### src/design/lbpt_pkg.sv
`timescale 1ns / 1ps

package lbpt_pkg;

  // store geometry
  localparam int MAX_LEDS      = 512;
  localparam int STRINGS       = 6;
  localparam int SLOTS_PER_LED = 3 * 8;
  localparam int SLOT_COUNT    = MAX_LEDS * SLOTS_PER_LED;
  localparam int ROW_W         = SLOTS_PER_LED * STRINGS;
  localparam int ROW_AW        = (MAX_LEDS > 1) ? $clog2(MAX_LEDS) : 1;
  localparam int STR_W         = (STRINGS > 1) ? $clog2(STRINGS) : 1;
  localparam int POS_W         = 5;

  // field widths
  localparam int REQ_W      = 2;
  localparam int LED_W      = 16;
  localparam int SEL_W      = 8;
  localparam int CHAN_W     = 8;
  localparam int SLOT_W     = 14;
  localparam int PAT_W      = STRINGS;
  localparam int GAIN_W     = 8;
  localparam int CNT_W      = 10;
  localparam int CFG_IDX_W  = 8;
  localparam int CFG_DATA_W = 10;

  // slot / 24 as (slot >> 3) * 683 >> 11, exact for every 14-bit slot
  localparam int DIV_IN_W    = SLOT_W - 3;
  localparam int RECIP       = 683;
  localparam int RECIP_W     = 10;
  localparam int RECIP_SHIFT = 11;
  localparam int QUO_W       = DIV_IN_W + RECIP_W - RECIP_SHIFT;

  typedef enum logic [REQ_W-1:0] {
    REQ_WRITE_RGB = 2'd0,
    REQ_WRITE_CMY = 2'd1,
    REQ_READ_SLOT = 2'd2,
    REQ_CLEAR_ALL = 2'd3
  } req_e;

  typedef enum logic [CFG_IDX_W-1:0] {
    REG_RED_GAIN   = 8'd0,
    REG_GREEN_GAIN = 8'd1,
    REG_BLUE_GAIN  = 8'd2,
    REG_LED_COUNT  = 8'd3
  } reg_e;

  typedef enum logic [1:0] {
    OP_WRITE,
    OP_READ,
    OP_CLEAR
  } op_e;

  typedef enum logic [1:0] {
    BK_INIT,
    BK_RUN,
    BK_CLEAR
  } bk_state_e;

  typedef struct packed {
    op_e               op;
    logic [ROW_AW-1:0] row;
    logic [STR_W-1:0]  str;
    logic [POS_W-1:0]  pos;
    logic              oor;
    logic              last;
    logic [CHAN_W-1:0] grn;
    logic [CHAN_W-1:0] red;
    logic [CHAN_W-1:0] blu;
  } cmd_t;

  typedef struct packed {
    logic init_busy;
  } stat_t;

endpackage

### src/design/lbpt_if.sv
`timescale 1ns / 1ps

interface lbpt_in_if;
  import lbpt_pkg::*;

  logic              valid;
  logic              ready;
  logic [REQ_W-1:0]  req_type;
  logic [LED_W-1:0]  led_index;
  logic [SEL_W-1:0]  string_sel;
  logic [CHAN_W-1:0] chan_a;
  logic [CHAN_W-1:0] chan_b;
  logic [CHAN_W-1:0] chan_c;
  logic [SLOT_W-1:0] slot_index;

  modport source (
    output valid, req_type, led_index, string_sel, chan_a, chan_b, chan_c, slot_index,
    input  ready
  );
  modport sink (
    input  valid, req_type, led_index, string_sel, chan_a, chan_b, chan_c, slot_index,
    output ready
  );
endinterface


interface lbpt_cfg_if;
  import lbpt_pkg::*;

  logic                  valid;
  logic                  ready;
  logic [CFG_IDX_W-1:0]  reg_index;
  logic [CFG_DATA_W-1:0] wr_data;

  modport source (output valid, reg_index, wr_data, input ready);
  modport sink (input valid, reg_index, wr_data, output ready);
endinterface

### src/design/lbpt_front.sv
`timescale 1ns / 1ps

module lbpt_front (
  input  logic           clk_i,
  input  logic           rst_ni,
  lbpt_in_if.sink        in_chan_i,
  lbpt_cfg_if.sink       cfg_chan_i,
  input  lbpt_pkg::stat_t stat_i,
  input  logic           q_full_i,
  output logic           q_push_o,
  output lbpt_pkg::cmd_t q_cmd_o
);
  import lbpt_pkg::*;

  logic [GAIN_W-1:0] red_gain_q, green_gain_q, blue_gain_q;
  logic [CNT_W-1:0]  led_count_q;
  logic [CNT_W-1:0]  cnt_wr;

  req_e                req;
  logic [CHAN_W-1:0]   a_eff, b_eff, c_eff;
  logic [CHAN_W:0]     a_inc, b_inc, c_inc;
  logic [CHAN_W+GAIN_W:0] prod_r, prod_g, prod_b;
  logic [DIV_IN_W-1:0] div_in;
  logic [DIV_IN_W+RECIP_W-1:0] div_prod;
  logic [QUO_W-1:0]    quo;
  logic [SLOT_W-1:0]   quo24;
  logic [SLOT_W:0]     frame_len;

  // register file, always ready; values apply to words accepted afterwards
  assign cfg_chan_i.ready = 1'b1;

  always_comb begin
    cnt_wr = cfg_chan_i.wr_data[CNT_W-1:0];
    if (cnt_wr == '0) begin
      cnt_wr = CNT_W'(1);
    end else if (cnt_wr > CNT_W'(MAX_LEDS)) begin
      cnt_wr = CNT_W'(MAX_LEDS);
    end
  end

  always_ff @(posedge clk_i or negedge rst_ni) begin
    if (!rst_ni) begin
      red_gain_q   <= '0;
      green_gain_q <= '0;
      blue_gain_q  <= '0;
      led_count_q  <= CNT_W'(MAX_LEDS);
    end else if (cfg_chan_i.valid) begin
      case (reg_e'(cfg_chan_i.reg_index))
        REG_RED_GAIN:   red_gain_q   <= cfg_chan_i.wr_data[GAIN_W-1:0];
        REG_GREEN_GAIN: green_gain_q <= cfg_chan_i.wr_data[GAIN_W-1:0];
        REG_BLUE_GAIN:  blue_gain_q  <= cfg_chan_i.wr_data[GAIN_W-1:0];
        REG_LED_COUNT:  led_count_q  <= cnt_wr;
        default: ;
      endcase
    end
  end

  assign in_chan_i.ready = !q_full_i && !stat_i.init_busy;
  assign q_push_o        = in_chan_i.valid && in_chan_i.ready;

  always_comb begin
    req   = req_e'(in_chan_i.req_type);
    a_eff = (req == REQ_WRITE_CMY) ? ~in_chan_i.chan_a : in_chan_i.chan_a;
    b_eff = (req == REQ_WRITE_CMY) ? ~in_chan_i.chan_b : in_chan_i.chan_b;
    c_eff = (req == REQ_WRITE_CMY) ? ~in_chan_i.chan_c : in_chan_i.chan_c;
    // c + (c > 0), then gain; products land in the queue register
    a_inc  = {1'b0, a_eff} + (CHAN_W+1)'(a_eff != '0);
    b_inc  = {1'b0, b_eff} + (CHAN_W+1)'(b_eff != '0);
    c_inc  = {1'b0, c_eff} + (CHAN_W+1)'(c_eff != '0);
    prod_r = (CHAN_W+GAIN_W+1)'(a_inc) * (CHAN_W+GAIN_W+1)'(red_gain_q);
    prod_g = (CHAN_W+GAIN_W+1)'(b_inc) * (CHAN_W+GAIN_W+1)'(green_gain_q);
    prod_b = (CHAN_W+GAIN_W+1)'(c_inc) * (CHAN_W+GAIN_W+1)'(blue_gain_q);

    // slot to row and bit position
    div_in    = in_chan_i.slot_index[SLOT_W-1:3];
    div_prod  = (DIV_IN_W+RECIP_W)'(div_in) * (DIV_IN_W+RECIP_W)'(RECIP);
    quo       = div_prod[DIV_IN_W+RECIP_W-1:RECIP_SHIFT];
    quo24     = SLOT_W'({quo, 4'b0}) + SLOT_W'({quo, 3'b0});
    frame_len = (SLOT_W+1)'(led_count_q) * (SLOT_W+1)'(SLOTS_PER_LED);

    q_cmd_o      = '0;
    q_cmd_o.grn  = prod_g[CHAN_W+GAIN_W-1:GAIN_W];
    q_cmd_o.red  = prod_r[CHAN_W+GAIN_W-1:GAIN_W];
    q_cmd_o.blu  = prod_b[CHAN_W+GAIN_W-1:GAIN_W];
    q_cmd_o.str  = (in_chan_i.string_sel > SEL_W'(STRINGS - 1)) ? STR_W'(STRINGS - 1)
                                                               : in_chan_i.string_sel[STR_W-1:0];
    q_cmd_o.oor  = {1'b0, in_chan_i.slot_index} >= (SLOT_W+1)'(SLOT_COUNT);
    q_cmd_o.last = {1'b0, in_chan_i.slot_index} == (frame_len - (SLOT_W+1)'(1));
    q_cmd_o.pos  = POS_W'(in_chan_i.slot_index - quo24);

    case (req)
      REQ_WRITE_RGB, REQ_WRITE_CMY: begin
        q_cmd_o.op  = OP_WRITE;
        q_cmd_o.row = (in_chan_i.led_index >= LED_W'(MAX_LEDS)) ? ROW_AW'(MAX_LEDS - 1)
                                                              : in_chan_i.led_index[ROW_AW-1:0];
      end
      REQ_READ_SLOT: begin
        q_cmd_o.op  = OP_READ;
        q_cmd_o.row = quo[ROW_AW-1:0];
      end
      default: begin
        q_cmd_o.op  = OP_CLEAR;
        q_cmd_o.row = '0;
      end
    endcase
  end

endmodule

### src/flat_wrapper.sv
// flat-port wrapper written by rule: the top's interface ports become plain ports
module lbpt_front_flat import lbpt_pkg::*;
  (clk_i, rst_ni, stat_i, q_full_i, q_push_o, q_cmd_o, in_chan_i_valid, in_chan_i_req_type, in_chan_i_led_index, in_chan_i_string_sel, in_chan_i_chan_a, in_chan_i_chan_b, in_chan_i_chan_c, in_chan_i_slot_index, in_chan_i_ready, cfg_chan_i_valid, cfg_chan_i_reg_index, cfg_chan_i_wr_data, cfg_chan_i_ready);
  lbpt_in_if in_chan_i_i ();
  lbpt_cfg_if cfg_chan_i_i ();
  input  logic clk_i;
  input  logic rst_ni;
  input  lbpt_pkg::stat_t stat_i;
  input  logic q_full_i;
  output logic q_push_o;
  output lbpt_pkg::cmd_t q_cmd_o;
  input wire logic [$bits(in_chan_i_i.valid)-1:0] in_chan_i_valid;
  input wire logic [$bits(in_chan_i_i.req_type)-1:0] in_chan_i_req_type;
  input wire logic [$bits(in_chan_i_i.led_index)-1:0] in_chan_i_led_index;
  input wire logic [$bits(in_chan_i_i.string_sel)-1:0] in_chan_i_string_sel;
  input wire logic [$bits(in_chan_i_i.chan_a)-1:0] in_chan_i_chan_a;
  input wire logic [$bits(in_chan_i_i.chan_b)-1:0] in_chan_i_chan_b;
  input wire logic [$bits(in_chan_i_i.chan_c)-1:0] in_chan_i_chan_c;
  input wire logic [$bits(in_chan_i_i.slot_index)-1:0] in_chan_i_slot_index;
  output wire logic [$bits(in_chan_i_i.ready)-1:0] in_chan_i_ready;
  input wire logic [$bits(cfg_chan_i_i.valid)-1:0] cfg_chan_i_valid;
  input wire logic [$bits(cfg_chan_i_i.reg_index)-1:0] cfg_chan_i_reg_index;
  input wire logic [$bits(cfg_chan_i_i.wr_data)-1:0] cfg_chan_i_wr_data;
  output wire logic [$bits(cfg_chan_i_i.ready)-1:0] cfg_chan_i_ready;
  assign in_chan_i_i.valid = in_chan_i_valid;
  assign in_chan_i_i.req_type = in_chan_i_req_type;
  assign in_chan_i_i.led_index = in_chan_i_led_index;
  assign in_chan_i_i.string_sel = in_chan_i_string_sel;
  assign in_chan_i_i.chan_a = in_chan_i_chan_a;
  assign in_chan_i_i.chan_b = in_chan_i_chan_b;
  assign in_chan_i_i.chan_c = in_chan_i_chan_c;
  assign in_chan_i_i.slot_index = in_chan_i_slot_index;
  assign in_chan_i_ready = in_chan_i_i.ready;
  assign cfg_chan_i_i.valid = cfg_chan_i_valid;
  assign cfg_chan_i_i.reg_index = cfg_chan_i_reg_index;
  assign cfg_chan_i_i.wr_data = cfg_chan_i_wr_data;
  assign cfg_chan_i_ready = cfg_chan_i_i.ready;
  lbpt_front u_core (.clk_i(clk_i), .rst_ni(rst_ni), .in_chan_i(in_chan_i_i), .cfg_chan_i(cfg_chan_i_i), .stat_i(stat_i), .q_full_i(q_full_i), .q_push_o(q_push_o), .q_cmd_o(q_cmd_o));
endmodule
### config.mk
export PLATFORM = sky130hd
export DESIGN_NAME = lbpt_front_flat
export DESIGN_NICKNAME = d
export VERILOG_FILES = /design/src/design/lbpt_pkg.sv /design/src/design/lbpt_if.sv /design/src/design/lbpt_front.sv /design/src/flat_wrapper.sv
export SDC_FILE = /design/constraint.sdc
export NUM_CORES = 1
export LEC_CHECK = 0
export ABC_AREA = 1
export BUFFER_PORTS_ARGS = -buffer_cell sky130_fd_sc_hd__buf_2
export CAP_MARGIN = 20
export CORE_ASPECT_RATIO = 1.75
export CORE_MARGIN = 1
export CORE_UTILIZATION = 41
export DETAILED_ROUTE_END_ITERATION = 10
export GPL_TIMING_DRIVEN = 0
export PLACE_DENSITY = 0.61
export SYNTH_ARGS = -nofsm -noshare
export SYNTH_HDL_FRONTEND = slang
export SYNTH_SLANG_ARGS = --single-unit
### constraint.sdc
create_clock -name clk_i -period 15.8 [get_ports clk_i]
set_input_delay 0.79 -clock clk_i [delete_from_list [all_inputs] [get_ports clk_i]]
set_output_delay 0.79 -clock clk_i [all_outputs]
set_load 0.02 [all_outputs]
==> impl_metrics.toml <==
[status]
status = "finished clean"

[floorplan]
core_area_sq_mm = 0.0287
die-area_sq_mm = 0.0300
dieWidth_um = 131
die_y_um = 229
rows = 82
io_pins = 136
initial_utilization = 0.418

[sta]
fin_skew_ns = 0
rsz0062_at_grt = "no"
period_minus_slack_ns = 7.17
setup_violations = 0
finalCritPeriodShare = 0.454
finalHoldViolations = 0
max-slew-margin-rel = 0.486
setup_ws_ns = 8.63
worst_pin_slew_ns = 0.772
final_max_slew_viol_count = 0
fmaxAchievable_mhz = 139
setup_tns_ns = 0

[setup_path]
critPathCaptureType = "output port"
ff2ff_setup_slack_ns = 14.94
r2r-end = "u_core.led_count_q[9]"
critPathKind = "primary input to output port"
crit_end = "q_cmd_o[15]"
startpoint = "in_chan_i_req_type[1]"
slowest_stage = "fa_1"
critPathMaxStageDelay_ns = 0.54
r2r_start = "u_core.led_count_q[9]"
cp-start-kind = "primary input"
cp.required_ns = 15.01
crit_fanout = 10
rr_worst_depth = 2
crit_arrival_ns = 6.38

[global_routing]
gr-total-overflow = 0
first_global_vias = 11300
grt.total_usage = 0.210
antenna_found_initial = 3
grt_pass1_wl_um = 51500
grt_max_degree = 35

[clock_network]
cts.sinks = 34
root_buffer = "clkbuf_16"
postCtsSetupBuffers = 0
cts_buffers = 5
insertion_delay_ns = 0.28
cts_tree = "done"
cts_max_level = 2
hold_buffers = 0
clkTransAtPathRegs_ns = 0.05
cts_buffer_depth = 2
post_cts_resized = 0

[pwr]
cellLeakagePower_nw = 7.71
clkPwrFrac = 0.154
powerDensity_mw_per_mm2 = 62.7
power_switching_mw = 0.432
power_frac_seq = 0.117
combinationalPowerShare = 0.729
p_int_mw = 0.407
p_sw_frac = 0.515
ir_worst_vdd_uv = 262
total_power_mw = 0.838

[hold_path]
hp-class = "register to register"

[detailed_routing]
drt_wl_total_um = 30500
wl_per_cell_um = 13.7
routed-wl-met2_um = 17600
wl_met1_um = 11300
drt_iter0_markers = 353
via_per_inst = 4.90
routed-wl-met3_um = 727
dr.pass1.iters = 4
via_count = 11000
ant_nets = 0
top_layer = "met5"
drc_errors = 0

[synth]
syn_area_per_cell_sq_um = 7.00
synthTopCellsByArea = "fa_1 24%, ha_1 18%, inv_1 13%, nand2_1 12%, dfrtp_1 6.9%"
ys_ff_latch = 34
yosys_warnings = 0
yosys.area.top_type = "fa_1"
synth_cells = 1717
yosysSeqAreaShare = 0.0709
synth_nets = 2123
ys_types = 47
syn_area_sq_mm = 0.0120
synth_top_area_frac = 0.243

[job]
drv_cap = 0

[placed_design]
post-place-ws_ns = 8.59
placedCellCount = 2229
place_hpwl_um = 27400
io_buffer_count = 134
gp_congestion = 0.891

[finish]
drive_gt1_frac = 0.105
final_nets = 2264
area_growth_pct = 11.1
n_antenna_cell = 0
stdcell_count = 2237
fin_util = 0.465
fillers = 3054
## area by class of cell
| cell class | count | area [sq um] | share of cell area |
|---|---|---|---|
| Timing Repair Buffer | 134 | 671 | 0.0502 |
| Inverter | 413 | 1550 | 0.116 |
| Clock buffer | 5 | 125 | 0.00937 |
| Buffer | 10 | 78.8 | 0.00590 |
| Sequential cell | 34 | 852 | 0.0638 |
| Tap cell | 378 | 473 | 0.0354 |
| Multi-Input combinational cell | 1260 | 9540 | 0.714 |
| Clock inverter | 3 | 68.8 | 0.00515 |
## kinds of logic after synthesis
group / share of synthesized area
other: 0.000312
flip-flops: 0.0709
adder cells (fa/ha/maj): 0.422
AND/OR/NAND/NOR: 0.253
buffers and inverters: 0.136
AO/OA/AOI/OAI: 0.0702
XOR/XNOR: 0.0479
## layout by cell type, fill, tap and decap left out, types with 2 or more instances in the layout
cell type / n
xor2_1: 27
nand2_2: 9
nor4_1: 4
o21a_1: 8
and2_1: 3
a21o_1: 5
dfrtp_1: 33
or2_2: 11
inv_1: 406
nand2_1: 380
fa_1: 146
o21ai_0: 69
nor2_4: 4
nor3b_1: 4
a21oi_1: 61
xnor2_1: 20
buf_12: 2
clkbuf_16: 5
xnor2_2: 2
nand4_1: 14
xor2_2: 5
nor2_1: 200
ha_1: 172
buf_2: 134
nor3_1: 19
o22ai_1: 3
nand3_1: 75
nor2_2: 3
bufinv_16: 2
clkbuf_1: 5
inv_2: 7
buf_4: 2
## metal layers
metal | GRT usage | vias to the layer above
met2 | 0.444 | 193
met1 | 0.211 | 5185
met3 | 0.0115 | 54
met5 | 0 | -
li1 | - | 5519
met4 | 0.0607 | 6
## worst min-delay path by stage
stage / start / endpoint / slack (ns) / depth (start not counted)
after floorplan: u_core.blue_gain_q[2] / u_core.blue_gain_q[2] / 0.47 / 2
after global placement: u_core.blue_gain_q[2] / u_core.blue_gain_q[2] / 0.51 / 2
final: u_core.blue_gain_q[2] / u_core.blue_gain_q[2] / 0.52 / 2
after detailed placement: u_core.blue_gain_q[2] / u_core.blue_gain_q[2] / 0.51 / 2
after global routing: u_core.led_count_q[6] / u_core.led_count_q[6] / 0.55 / 2
after CTS: u_core.blue_gain_q[2] / u_core.blue_gain_q[2] / 0.52 / 2
## critical path, delay by kind of cell
kind / cells / cell delay (ns)
adder cells (fa/ha/maj): 5 / 2.25
XOR/XNOR: 1 / 0.16
buffers and inverters: 9 / 0.88
AO/OA/AOI/OAI: 3 / 0.85
AND/OR/NAND/NOR: 11 / 1.42
## sequential cells by signal, indices dropped and copies added, names as in the netlist
name                 count
u_core.blue_gain_q       8
u_core.green_gain_q      8
u_core.led_count_q      10
u_core.red_gain_q        8
## cell usage after synthesis (all sizes together)
library cell / number
a2111oi: 1
a211oi: 1
a21o: 5
a21oi: 61
a221oi: 1
a31oi: 1
and2: 4
buf: 4
clkbuf: 6
conb: 1
dfrtp: 33
dfstp: 1
fa: 146
ha: 172
inv: 413
nand2: 390
nand3: 75
nand4: 14
nor2: 207
nor2b: 1
nor3: 20
nor3b: 4
nor4: 4
o21a: 8
o21ai: 69
o21bai: 1
o221a: 1
o22ai: 3
o31ai: 2
or2: 11
or4: 1
xnor2: 22
xnor3: 1
xor2: 33
## stage by stage
stage | hold WS (ns) | instance area [sq um]
finish | 0.518 | 13400
global route | 0.549 | 13400
CTS | 0.524 | 13400
detailed placement | 0.510 | 13200
global placement | 0.512 | 13200
floorplan | 0.475 | 12000
## power groups by stage
stage | Sequential (mW) | Clock, mW | Combinational (mW)
6_report | 0.0984 | 0.129 | 0.611
5_1_grt | 0.0991 | 0.133 | 0.700
4_1_cts | 0.0983 | 0.131 | 0.620
3_5_place_dp | 0.0997 | 0 | 0.615
3_3_place_gp | 0.0998 | 0 | 0.610
2_1_floorplan | 0.0970 | 0 | 0.451
Note: power is estimated with default switching activity, not from simulation.
