**config.mk**
```make
export PLATFORM = sky130hd
export DESIGN_NAME = lbpt_fifo
export DESIGN_NICKNAME = d
export VERILOG_FILES = /design/src/design/lbpt_pkg.sv /design/src/design/lbpt_fifo.sv
export SDC_FILE = /design/constraint.sdc
export NUM_CORES = 1
export LEC_CHECK = 0
export ABC_CLOCK_PERIOD_IN_PS = 5400
export BUFFER_PORTS_ARGS = -buffer_cell sky130_fd_sc_hd__clkbuf_2
export CORE_UTILIZATION = 56
export DETAILED_ROUTE_END_ITERATION = 7
export PLACE_DENSITY = 0.95
export SYNTH_ARGS = -nofsm -noshare
export SYNTH_HDL_FRONTEND = slang
export SYNTH_SLANG_ARGS = --single-unit
```
**constraint.sdc**
```tcl
create_clock -name clk_i -period 5.4 [get_ports clk_i]
set_clock_uncertainty 0.1 [all_clocks]
set_input_delay 1.08 -clock clk_i [delete_from_list [all_inputs] [get_ports clk_i]]
set_output_delay 1.08 -clock clk_i [all_outputs]
set_load 0.005 [all_outputs]
```
**src/design/lbpt_pkg.sv**
```systemverilog
`timescale 1ns / 1ps

package lbpt_pkg;

  // store geometry
  localparam int MAX_LEDS      = 512;
  localparam int STRINGS       = 6;
  localparam int SLOTS_PER_LED = 3 * 8;
  localparam int SLOT_COUNT    = MAX_LEDS * SLOTS_PER_LED;
  localparam int ROW_W         = SLOTS_PER_LED * STRINGS;
  localparam int ROW_AW        = (MAX_LEDS > 1) ? $clog2(MAX_LEDS) : 1;
  localparam int STR_W         = (STRINGS > 1) ? $clog2(STRINGS) : 1;
  localparam int POS_W         = 5;

  // field widths
  localparam int REQ_W      = 2;
  localparam int LED_W      = 16;
  localparam int SEL_W      = 8;
  localparam int CHAN_W     = 8;
  localparam int SLOT_W     = 14;
  localparam int PAT_W      = STRINGS;
  localparam int GAIN_W     = 8;
  localparam int CNT_W      = 10;
  localparam int CFG_IDX_W  = 8;
  localparam int CFG_DATA_W = 10;

  // slot / 24 as (slot >> 3) * 683 >> 11, exact for every 14-bit slot
  localparam int DIV_IN_W    = SLOT_W - 3;
  localparam int RECIP       = 683;
  localparam int RECIP_W     = 10;
  localparam int RECIP_SHIFT = 11;
  localparam int QUO_W       = DIV_IN_W + RECIP_W - RECIP_SHIFT;

  typedef enum logic [REQ_W-1:0] {
    REQ_WRITE_RGB = 2'd0,
    REQ_WRITE_CMY = 2'd1,
    REQ_READ_SLOT = 2'd2,
    REQ_CLEAR_ALL = 2'd3
  } req_e;

  typedef enum logic [CFG_IDX_W-1:0] {
    REG_RED_GAIN   = 8'd0,
    REG_GREEN_GAIN = 8'd1,
    REG_BLUE_GAIN  = 8'd2,
    REG_LED_COUNT  = 8'd3
  } reg_e;

  typedef enum logic [1:0] {
    OP_WRITE,
    OP_READ,
    OP_CLEAR
  } op_e;

  typedef enum logic [1:0] {
    BK_INIT,
    BK_RUN,
    BK_CLEAR
  } bk_state_e;

  typedef struct packed {
    op_e               op;
    logic [ROW_AW-1:0] row;
    logic [STR_W-1:0]  str;
    logic [POS_W-1:0]  pos;
    logic              oor;
    logic              last;
    logic [CHAN_W-1:0] grn;
    logic [CHAN_W-1:0] red;
    logic [CHAN_W-1:0] blu;
  } cmd_t;

  typedef struct packed {
    logic init_busy;
  } stat_t;

endpackage

```
**src/design/lbpt_fifo.sv**
```systemverilog
`timescale 1ns / 1ps

module lbpt_fifo (
  input  logic           clk_i,
  input  logic           rst_ni,
  input  logic           push_i,
  input  lbpt_pkg::cmd_t cmd_i,
  output logic           full_o,
  input  logic           pop_i,
  output logic           empty_o,
  output lbpt_pkg::cmd_t head_o
);
  import lbpt_pkg::*;

  cmd_t       ent_q [2];
  logic       wr_ptr_q, rd_ptr_q;
  logic [1:0] cnt_q;

  assign full_o  = (cnt_q == 2'd2);
  assign empty_o = (cnt_q == 2'd0);
  assign head_o  = ent_q[rd_ptr_q];

  always_ff @(posedge clk_i) begin
    if (push_i) begin
      ent_q[wr_ptr_q] <= cmd_i;
    end
  end

  always_ff @(posedge clk_i or negedge rst_ni) begin
    if (!rst_ni) begin
      wr_ptr_q <= 1'b0;
      rd_ptr_q <= 1'b0;
      cnt_q    <= 2'd0;
    end else begin
      if (push_i) begin
        wr_ptr_q <= !wr_ptr_q;
      end
      if (pop_i) begin
        rd_ptr_q <= !rd_ptr_q;
      end
      cnt_q <= cnt_q + 2'(push_i) - 2'(pop_i);
    end
  end

endmodule

```
==> flow_metrics.py, run 1 <==
metrics = {
    "grt": {
        "grt_pass1_wl_um": 8470,
        "track_usage_pct": 18.1,
        "grt_max_degree": 46,
        "first_global_vias": 1810,
        "gr-total-overflow": 0,
        "antenna_found_initial": 0,
    },
    "synthesis": {
        "netlist_area_mm2": 0.00364,
        "yosys.cell_types.count": 13,
        "ys_seq_area_share_pct": 76.9,
        "ys_ff_latch": 94,
        "synthTopCellsByArea": "edfxtp_1 74%, mux2_4 16%, dfrtp_1 2.7%",
        "synthesis.nets": 206,
        "synth_area_leader_cell": "edfxtp_1",
        "syn_avg_cell_area_um2": 23.5,
        "netlist.area_leader.share_pct": 74.2,
        "ys.warnings.count": 0,
        "netlist_instances": 155,
    },
    "finish": {
        "n_fill_cell": 423,
        "area_growth_pct": 19.9,
        "layout.nets": 309,
        "diodes": 0,
        "drive_gt1_share_pct": 60.8,
        "regArea_mm2": 0.00280,
        "multi_input_area_um2": 751,
    },
    "worst_setup_path": {
        "cp.required_ps": 4220,
        "rrSetupSlack_ps": 3600,
        "crit_fanout": 30,
        "r2r_end": "ent_q[1][34]$_DFFE_PP_",
        "worstPathArrival_ps": 2270,
        "r2r-start": "wr_ptr_q$_DFFE_PN0P_",
        "ff2ff_path_depth": 1,
        "critPathLaunchType": "flip-flop",
        "path_class": "flip-flop to output port",
        "endpoint_kind": "output port",
    },
    "power_and_ir_drop": {
        "clkPwrFrac_pct": 22.8,
        "max-vdd-ir-drop_mv": 0.376,
        "p_comb_share_pct": 28.1,
        "switching_share_pct": 26.6,
        "powerDensity_mw_per_mm2": 501,
        "p_seq_share_pct": 49.0,
        "p_int_mw": 1.61,
        "p_leak_nw": 1.81,
        "p_switching_mw": 0.583,
        "total_power_mw": 2.19,
    },
    "sta": {
        "setup_violations": 0,
        "relSlewSlack_pct": 29.2,
        "fin_crit_sh_pct": 63.8,
        "finalSetupTns_ps": 0,
        "rsz0062_at_grt": "no",
        "period_needed_ps": 3450,
        "clock.fmax_mhz": 290,
        "worstMarginPinSlew_ps": 1060,
        "whs_ps": 418,
        "slew_viol_final": 0,
        "hold_violations": 0,
    },
    "die": {
        "start_util_pct": 57.7,
        "fp.dieH_um": 82.7,
        "core_area_mm2": 0.00631,
        "io_pins": 96,
        "rows": 29,
        "die_x_um": 82.7,
        "die_area_mm2": 0.00683,
    },
    "detailed_routing": {
        "drt_first_pass_iters": 4,
        "drt-total-wl_um": 5760,
        "dr_total_vias": 1741,
        "drc": 0,
        "drtIter0Drc": 92,
        "routedWlPerCell_um": 16.9,
        "post_drt_via_cell_ratio": 5.12,
        "ant_nets": 0,
    },
    "clock_network": {
        "cts.clk_slew.worst_paths_ps": 80,
        "cts_resized": 0,
        "cts-root-buf": "clkbuf_8",
        "cts_made_buffers": 9,
        "clkLatencyLatePin_ps": 350,
        "cts_tree": "done",
        "cts_htree_levels": 3,
        "cts-hold-fix-buffers": 0,
        "cts.sinks": 94,
        "cts_setup_buffers": 0,
        "clockBufferDepth": 2,
    },
    "flow_run": {
        "maxCapViolations": 0,
    },
    "status": {
        "status": "finished, final reports clean",
    },
    "place": {
        "gp_congestion": 0.675,
        "port_buffers": 95,
        "hpwl_um": 3970,
    },
    "min_path": {
        "min_path_type": "input pin to async pin",
    },
}
==> critical path, stage by stage (launching register included) <==
cell and delay, ps:
dfrtp_2 970, buf_4 440, mux2_2 370, clkbuf_2 110
==> sequential cells by signal, summed over array words and instances (netlist names) <==
register	count
ent_q	90
cnt_q	2
rd_ptr_q	1
wr_ptr_q	1
==> routing by layer <==
layer	share of wire (%)	wire [µm]	track usage, %	vias to the layer above
met2	53	3040	32.1	76
met3	7.0	403	5.16	12
met1	38	2180	19.4	838
met5	0	0	0	-
li1	-	-	-	815
met4	2.3	133	9.48	0
==> power groups by stage <==
stage                     logic, mW  clock network, mW  registers [mW]
after floorplan               0.512                  0            1.02
after global placement        0.609                  0            1.08
after detailed placement      0.626                  0            1.09
after CTS                     0.628              0.513            1.08
after global routing          0.671              0.533            1.09
final                         0.616              0.500            1.07
==> cells in the mapped netlist <==
library cell  number
nor2_1             1
ha_1               2
mux2_4            39
xor3_1             1
inv_1              2
and2_1             1
buf_6              1
xor2_1             2
edfxtp_1          90
mux2_2             6
nor2b_1            2
dfrtp_1            4
buf_12             4
==> layout make-up <==
class / count / area share [%]
Sequential cell: 94 / 64.2
Multi-Input combinational cell: 54 / 17.2
Timing Repair Buffer: 97 / 11.2
Clock buffer: 9 / 2.84
Clock inverter: 7 / 2.21
Tap cell: 77 / 2.21
Inverter: 2 / 0.172
==> worst max-delay path by stage <==
stage                         start               endpoint  cells past startpoint
2_1_floorplan                push_i  ent_q[0][0]$_DFFE_PP_                      1
3_3_place_gp   rd_ptr_q$_DFFE_PN0P_              head_o[3]                      3
5_1_grt        rd_ptr_q$_DFFE_PN0P_              head_o[3]                      3
3_5_place_dp   rd_ptr_q$_DFFE_PN0P_              head_o[3]                      3
4_1_cts        rd_ptr_q$_DFFE_PN0P_              head_o[1]                      3
6_report       rd_ptr_q$_DFFE_PN0P_              head_o[1]                      3
==> metrics by stage <==
step	worst slack, ps	cell area (µm²)	util, %	std cells
global placement	2360	4150	65.7	324
finish	1950	4370	69.2	340
CTS	1910	4370	69.2	340
detailed placement	2320	4150	65.7	324
floorplan	1760	3640	-	155
global route	1840	4370	69.2	340
==> layout by cell type (no fill, tap or decap), drive strengths merged, types with 2 or more instances in the layout <==
| master | synthesis | layout |
|---|---|---|
| buf | 5 | 2 |
| bufinv | 0 | 2 |
| clkbuf | 0 | 104 |
| clkinvlp | 0 | 2 |
| dfrtp | 4 | 4 |
| edfxtp | 90 | 90 |
| ha | 2 | 2 |
| inv | 2 | 4 |
| mux2 | 45 | 45 |
| nor2b | 2 | 2 |
| xor2 | 2 | 2 |
==> kinds of logic (layout without fill, tap and decap cells) <==
logic type                 count (synthesis)  count (layout)  synth area share, %
xor gates and xnor gates                   3               3                 1.13
adders and majority gates                  2               2                0.687
buffers and inverters                      7             115                 2.71
DFF                                       94              94                 76.9
muxes                                     45              45                 17.9
and+or+nand+nor                            4               4                0.618
No activity file was read; power rests on OpenSTA's default activity.
==> run 2, diff against run 1 <==
--- a/config.mk
+++ b/config.mk
@@ -5,11 +5,11 @@
 export SDC_FILE = /design/constraint.sdc
 export NUM_CORES = 1
 export LEC_CHECK = 0
-export ABC_CLOCK_PERIOD_IN_PS = 5400
+export ABC_CLOCK_PERIOD_IN_PS = 3200
 export BUFFER_PORTS_ARGS = -buffer_cell sky130_fd_sc_hd__clkbuf_2
-export CORE_UTILIZATION = 56
+export CORE_UTILIZATION = 52
 export DETAILED_ROUTE_END_ITERATION = 7
-export PLACE_DENSITY = 0.95
+export PLACE_DENSITY = 0.9
 export SYNTH_ARGS = -nofsm -noshare
 export SYNTH_HDL_FRONTEND = slang
 export SYNTH_SLANG_ARGS = --single-unit
==> constraint.sdc (replaced) <==
create_clock -name clk_i -period 3.2 [get_ports clk_i]
set_clock_uncertainty 0.1 [all_clocks]
set_input_delay 0.64 -clock clk_i [delete_from_list [all_inputs] [get_ports clk_i]]
set_output_delay 0.64 -clock clk_i [all_outputs]
set_load 0.005 [all_outputs]
==> run 2 against run 1 <==
Effect of this change:
- register-to-register slack lost 2100 ps
- non-clock buffer count grew 2
- critical path depth is the same
- clock power grew 75%
- highest routed layer unchanged
==> flow_metrics.py, run 2 (synthesis results as in run 1) <==
metrics = {
    "status": {
        "status": "finished, final reports clean",
    },
    "grt": {
        "grt_max_degree": 37,
        "track_usage_pct": 16.0,
        "grt.busiest_layer": "met2",
        "use_met2_pct": 28.4,
        "first_global_vias": 1820,
        "gr-usage-met1_pct": 17.3,
        "antenna_found_initial": 0,
        "grtUsageMet3_pct": 4.43,
        "grt_pass1_wl_um": 8390,
        "gr-total-overflow": 0,
    },
    "place": {
        "gp_congestion": 0.678,
        "port_buffers": 95,
        "dpl-instance-area_mm2": 0.00422,
        "dp_slack_ps": 1070,
        "placed_cells": 344,
    },
    "sta": {
        "slew_viol_final": 0,
        "hold_violations": 0,
        "worstMarginPinSlew_ps": 610,
        "layout_setup_ws_ps": 699,
        "period_needed_ps": 2500,
        "clock.fmax_mhz": 400,
        "fin_crit_sh_pct": 78.1,
        "setup_violations": 0,
        "relSlewSlack_pct": 59.2,
        "finalSetupTns_ps": 0,
        "rsz0062_at_grt": "no",
    },
    "power_and_ir_drop": {
        "powerDensity_mw_per_mm2": 841,
        "total_power_mw": 3.75,
        "p_leak_nw": 1.84,
        "max-vdd-ir-drop_mv": 0.502,
    },
    "detailed_routing": {
        "ant_nets": 0,
        "drt_first_pass_iters": 4,
        "drc": 0,
        "routedWlPerCell_um": 14.9,
        "drtIter0Drc": 64,
        "drt-total-wl_um": 5360,
        "dr_total_vias": 1721,
        "post_drt_via_cell_ratio": 4.78,
    },
    "worst_setup_path": {
        "worstPathArrival_ps": 1760,
        "critPathLaunchType": "flip-flop",
        "path_class": "flip-flop to output port",
        "cp_top_family": "flip-flops",
        "cpMaxStageDelayCell": "dfrtp_2",
        "path_cells": "buf_12 > mux2_2 > clkbuf_2",
        "slowest_delay_ps": 590,
        "critical_path_buf_inv_count": 2,
        "crit_fanout": 36,
        "endpoint_kind": "output port",
        "cp.required_ps": 2460,
    },
    "finish": {
        "area_growth_pct": 22.3,
        "layout_commonest_cell": "clkbuf_2",
        "drive_gt1_share_pct": 60.2,
        "layout.nets": 311,
        "largest_register_ff_count": 90,
        "diodes": 0,
        "n_fill_cell": 458,
        "most-common-layout-cells": "95 x clkbuf_2, 90 x edfxtp_1, 39 x mux2_4, 9 x clkbuf_8, 6 x mux2_2",
        "design_area_mm2": 0.00445,
        "layout.cells.non_filler": 360,
        "top_register": "ent_q",
        "reg.largest.list": "ent_q (90), cnt_q (2)",
    },
    "clock_network": {
        "cts_made_buffers": 9,
        "cts.sinks": 94,
        "cts_tree": "done",
        "clockBufferDepth": 2,
        "cts_htree_levels": 3,
        "cts-root-buf": "clkbuf_8",
        "cts.clk_slew.worst_paths_ps": 80,
        "cts_resized": 0,
        "clkLatencyLatePin_ps": 340,
    },
    "die": {
        "io_pins": 96,
        "start_util_pct": 53.6,
        "die_area_mm2": 0.00735,
        "core_area_mm2": 0.00679,
        "die_x_um": 85.7,
        "fp.dieH_um": 85.7,
        "rows": 30,
    },
    "flow_run": {
        "maxCapViolations": 0,
    },
    "min_path": {
        "min_path_type": "input pin to flip-flop",
    },
}
-- run 2: cell count changes in the layout (fill, tap and decap cells not counted), sizes merged --
cell         previous run  this run
clkbuf                104       105
dlygate4sd3             0         1
buf                     2         3
clkinv                  1         2
inv                     4         2
clkinvlp                2         0
bufinv                  2         3
-- run 2: worst paths after layout --
| path | slack (ps) | end | from | cells past startpoint |
|---|---|---|---|---|
| worst max-delay path | 700 | head_o[0] | rd_ptr_q$_DFFE_PN0P_ | 3 |
| worst min-delay path | 380 | ent_q[0][10]$_DFFE_PP_ | cmd_i[10] | 1 |
| worst max register to register | 1540 | ent_q[0][43]$_DFFE_PP_ | wr_ptr_q$_DFFE_PN0P_ | 2 |
| worst min register to register | 440 | wr_ptr_q$_DFFE_PN0P_ | wr_ptr_q$_DFFE_PN0P_ | 1 |
| max in group asynchronous | 2320 | rd_ptr_q$_DFFE_PN0P_ | rst_ni | 2 |
| min in group asynchronous | 540 | wr_ptr_q$_DFFE_PN0P_ | rst_ni | 2 |
-- run 2: power by group --
| group | internal [mW] | switching, mW | total, mW |
|---|---|---|---|
| logic | 0.660 | 0.474 | 1.13 |
| clock network | 0.511 | 0.363 | 0.874 |
| registers | 1.64 | 0.105 | 1.74 |
| total | 2.81 | 0.942 | 3.75 |
-- run 2: metrics by stage --
step	util (%)	hold WS, ps
final	65.6	378
after global routing	65.6	356
after CTS	65.6	354
after detailed placement	62.1	359
after global placement	62.1	350
after floorplan	-	244
-- run 2: area by class of cell --
cell class	count	area [µm²]	area share (%)
Clock inverter	5	98.8	2.22
Sequential cell	94	2800	62.9
Tap cell	96	120	2.70
Timing Repair Buffer	99	546	12.2
Clock buffer	10	128	2.87
Inverter	2	7.51	0.169
Multi-Input combinational cell	54	751	16.9
-- run 2: worst register-to-register path: stages (launching register included) --
cell and delay [ps]:
dfrtp_1 430, nor2b_4 520, buf_12 280
-- run 2: what timing repair did --
item | 4_1_cts | 5_1_grt
hold endpoints to repair | 4 | 0
hold buffers | 1 | 0
setup buffers | 0 | 0
-- run 2: layer usage --
metal  part of all wire, %  routed length (µm)  up-vias
met2                    52                2810       60
met1                    41                2190      830
met4                   2.1                 110        0
li1                      -                   -      818
met3                   4.7                 254       13
met5                     0                   0        -
==> run 3, diff against run 2 <==
--- a/config.mk
+++ b/config.mk
@@ -5,11 +5,11 @@
 export SDC_FILE = /design/constraint.sdc
 export NUM_CORES = 1
 export LEC_CHECK = 0
-export ABC_CLOCK_PERIOD_IN_PS = 3200
+export ABC_CLOCK_PERIOD_IN_PS = 2050
 export BUFFER_PORTS_ARGS = -buffer_cell sky130_fd_sc_hd__clkbuf_2
-export CORE_UTILIZATION = 52
+export CORE_UTILIZATION = 47
 export DETAILED_ROUTE_END_ITERATION = 7
-export PLACE_DENSITY = 0.9
+export PLACE_DENSITY = 0.86
 export SYNTH_ARGS = -nofsm -noshare
 export SYNTH_HDL_FRONTEND = slang
 export SYNTH_SLANG_ARGS = --single-unit
==> constraint.sdc (replaced) <==
create_clock -name clk_i -period 2.05 [get_ports clk_i]
set_clock_uncertainty 0.1 [all_clocks]
set_input_delay 0.41 -clock clk_i [delete_from_list [all_inputs] [get_ports clk_i]]
set_output_delay 0.41 -clock clk_i [all_outputs]
set_load 0.005 [all_outputs]
==> run 3 against run 2 <==
Effect of this change:
- count of clock-buffer cells in the layout stayed put
- final area is 0.53% higher
- setup slack worse by 650 ps
- clock power is 60% higher
- global-route usage is 1.9 points lower
- highest routed layer unchanged
==> flow_metrics.py, run 3 (synthesis results as in run 1) <==
metrics = {
    "place": {
        "dpl-instance-area_mm2": 0.00422,
        "hpwl_um": 3740,
        "gp_congestion": 0.646,
        "dp_slack_ps": 395,
        "placed_cells": 350,
        "port_buffers": 95,
    },
    "power_and_ir_drop": {
        "total_power_mw": 5.90,
        "p_leak_nw": 1.86,
        "powerDensity_mw_per_mm2": 1320,
        "max-vdd-ir-drop_mv": 0.578,
    },
    "finish": {
        "layout.nets": 314,
        "area_growth_pct": 22.9,
        "largest_register_ff_count": 90,
        "top_register": "ent_q",
        "reg.largest.list": "ent_q (90), cnt_q (2)",
        "diodes": 0,
        "drive_gt1_share_pct": 61.2,
        "layout_commonest_cell": "clkbuf_2",
        "design_area_mm2": 0.00448,
        "n_fill_cell": 562,
        "layout.cells.non_filler": 367,
        "most-common-layout-cells": "95 x clkbuf_2, 90 x edfxtp_1, 42 x mux2_4, 9 x clkbuf_8, 5 x buf_4",
    },
    "clock_network": {
        "cts_made_buffers": 9,
        "clockBufferDepth": 2,
        "cts.sinks": 94,
        "cts.clk_slew.worst_paths_ps": 90,
        "clkLatencyLatePin_ps": 340,
        "cts-root-buf": "clkbuf_8",
        "cts_htree_levels": 3,
        "cts_tree": "done",
        "cts_setup_buffers": 0,
    },
    "detailed_routing": {
        "drt-total-wl_um": 5500,
        "drtIter0Drc": 27,
        "dr_total_vias": 1734,
        "drt_first_pass_iters": 4,
        "drc": 0,
        "ant_nets": 0,
        "post_drt_via_cell_ratio": 4.72,
        "routedWlPerCell_um": 15.0,
    },
    "worst_setup_path": {
        "crit_fanout": 15,
        "worstPathArrival_ps": 1500,
        "endpoint_kind": "output port",
        "path_class": "flip-flop to output port",
        "cp.required_ps": 1540,
        "critPathLaunchType": "flip-flop",
    },
    "sta": {
        "rsz0062_at_grt": "yes",
        "fin_crit_sh_pct": 97.8,
        "worstMarginPinSlew_ps": 394,
        "layout_setup_ws_ps": 44.6,
        "setup_violations": 0,
        "period_needed_ps": 2010,
        "slew_viol_final": 0,
        "hold_violations": 0,
        "relSlewSlack_pct": 73.7,
        "clock.fmax_mhz": 499,
    },
    "flow_run": {
        "maxCapViolations": 0,
    },
    "grt": {
        "first_global_vias": 1762,
        "antenna_found_initial": 0,
        "grt_pass1_wl_um": 8470,
        "grt_max_degree": 32,
        "gr-total-overflow": 0,
        "track_usage_pct": 14.2,
    },
    "die": {
        "rows": 31,
        "fp.dieH_um": 90.0,
        "core_area_mm2": 0.00737,
        "die_area_mm2": 0.00811,
        "start_util_pct": 49.4,
        "die_x_um": 90.0,
        "io_pins": 96,
    },
    "min_path": {
        "min_path_type": "input pin to flip-flop",
    },
    "status": {
        "status": "finished, final reports clean",
    },
}
## run 3: cell types whose count changed in the layout (fill, tap and decap cells not counted)
cell        before  now
buf_12           3    1
clkinvlp_4       0    2
mux2_2           6    3
clkinv_1         1    0
buf_4            0    5
mux2_4          39   42
## run 3: through the flow
step | util, % | TNS, ps | hold WS, ps
6_report | 60.8 | 0 | 151
5_1_grt | 60.8 | -16.2 | 120
4_1_cts | 60.6 | 0 | 133
3_5_place_dp | 57.2 | 0 | 143
3_3_place_gp | 57.2 | 0 | 139
2_1_floorplan | - | 0 | 14.4
## run 3: routing by layer
metal / track usage, % / vias to the layer above / wire length, µm
li1: - / 821 / -
met3: 3.89 / 9 / 264
met2: 24.2 / 59 / 2880
met4: 6.85 / 0 / 103
met5: 0 / - / 0
met1: 16.4 / 845 / 2260
## run 3: path summary, 6_finish.rpt
kind | startpoint | to | slack, ps | depth (start not counted)
setup / recovery | rd_ptr_q$_DFFE_PN0P_ | head_o[2] | 40 | 3
hold / removal | cmd_i[39] | ent_q[0][39]$_DFFE_PP_ | 150 | 1
setup reg to reg | cnt_q[0]$_DFF_PN0_ | cnt_q[1]$_DFF_PN0_ | 540 | 5
hold reg to reg | wr_ptr_q$_DFFE_PN0P_ | wr_ptr_q$_DFFE_PN0P_ | 440 | 1
max in group asynchronous | rst_ni | rd_ptr_q$_DFFE_PN0P_ | 1350 | 2
min in group asynchronous | rst_ni | cnt_q[0]$_DFF_PN0_ | 330 | 2
## run 3: power by group
group          internal, mW  switching [mW]  total [mW]
Clock                 0.808           0.594        1.40
Combinational          1.04           0.783        1.82
Sequential             2.55           0.118        2.67
## run 3: layout make-up
cell class              instances  area (µm²)  area share (%)
well taps                      99         124            2.77
inverters                       2        7.51           0.168
flip-flops and latches         94        2800            62.6
clock buffers                  10         128            2.85
clock inverters                 6         110            2.46
multi-input cells              54         762            17.0
repair buffers                102         543            12.1
## run 3: what timing repair did
action                                 in CTS  in global routing
gates resized for setup                     0                  3
setup endpoints to repair                   0                  4
hold buffers                                1                  0
endpoints found under the hold margin       4                  0
## run 3: worst max-delay path, cell delays in order (launching register included)
cell,delay (ps)
dfrtp_2,390
buf_4,270
mux2_2,380
clkbuf_2,110
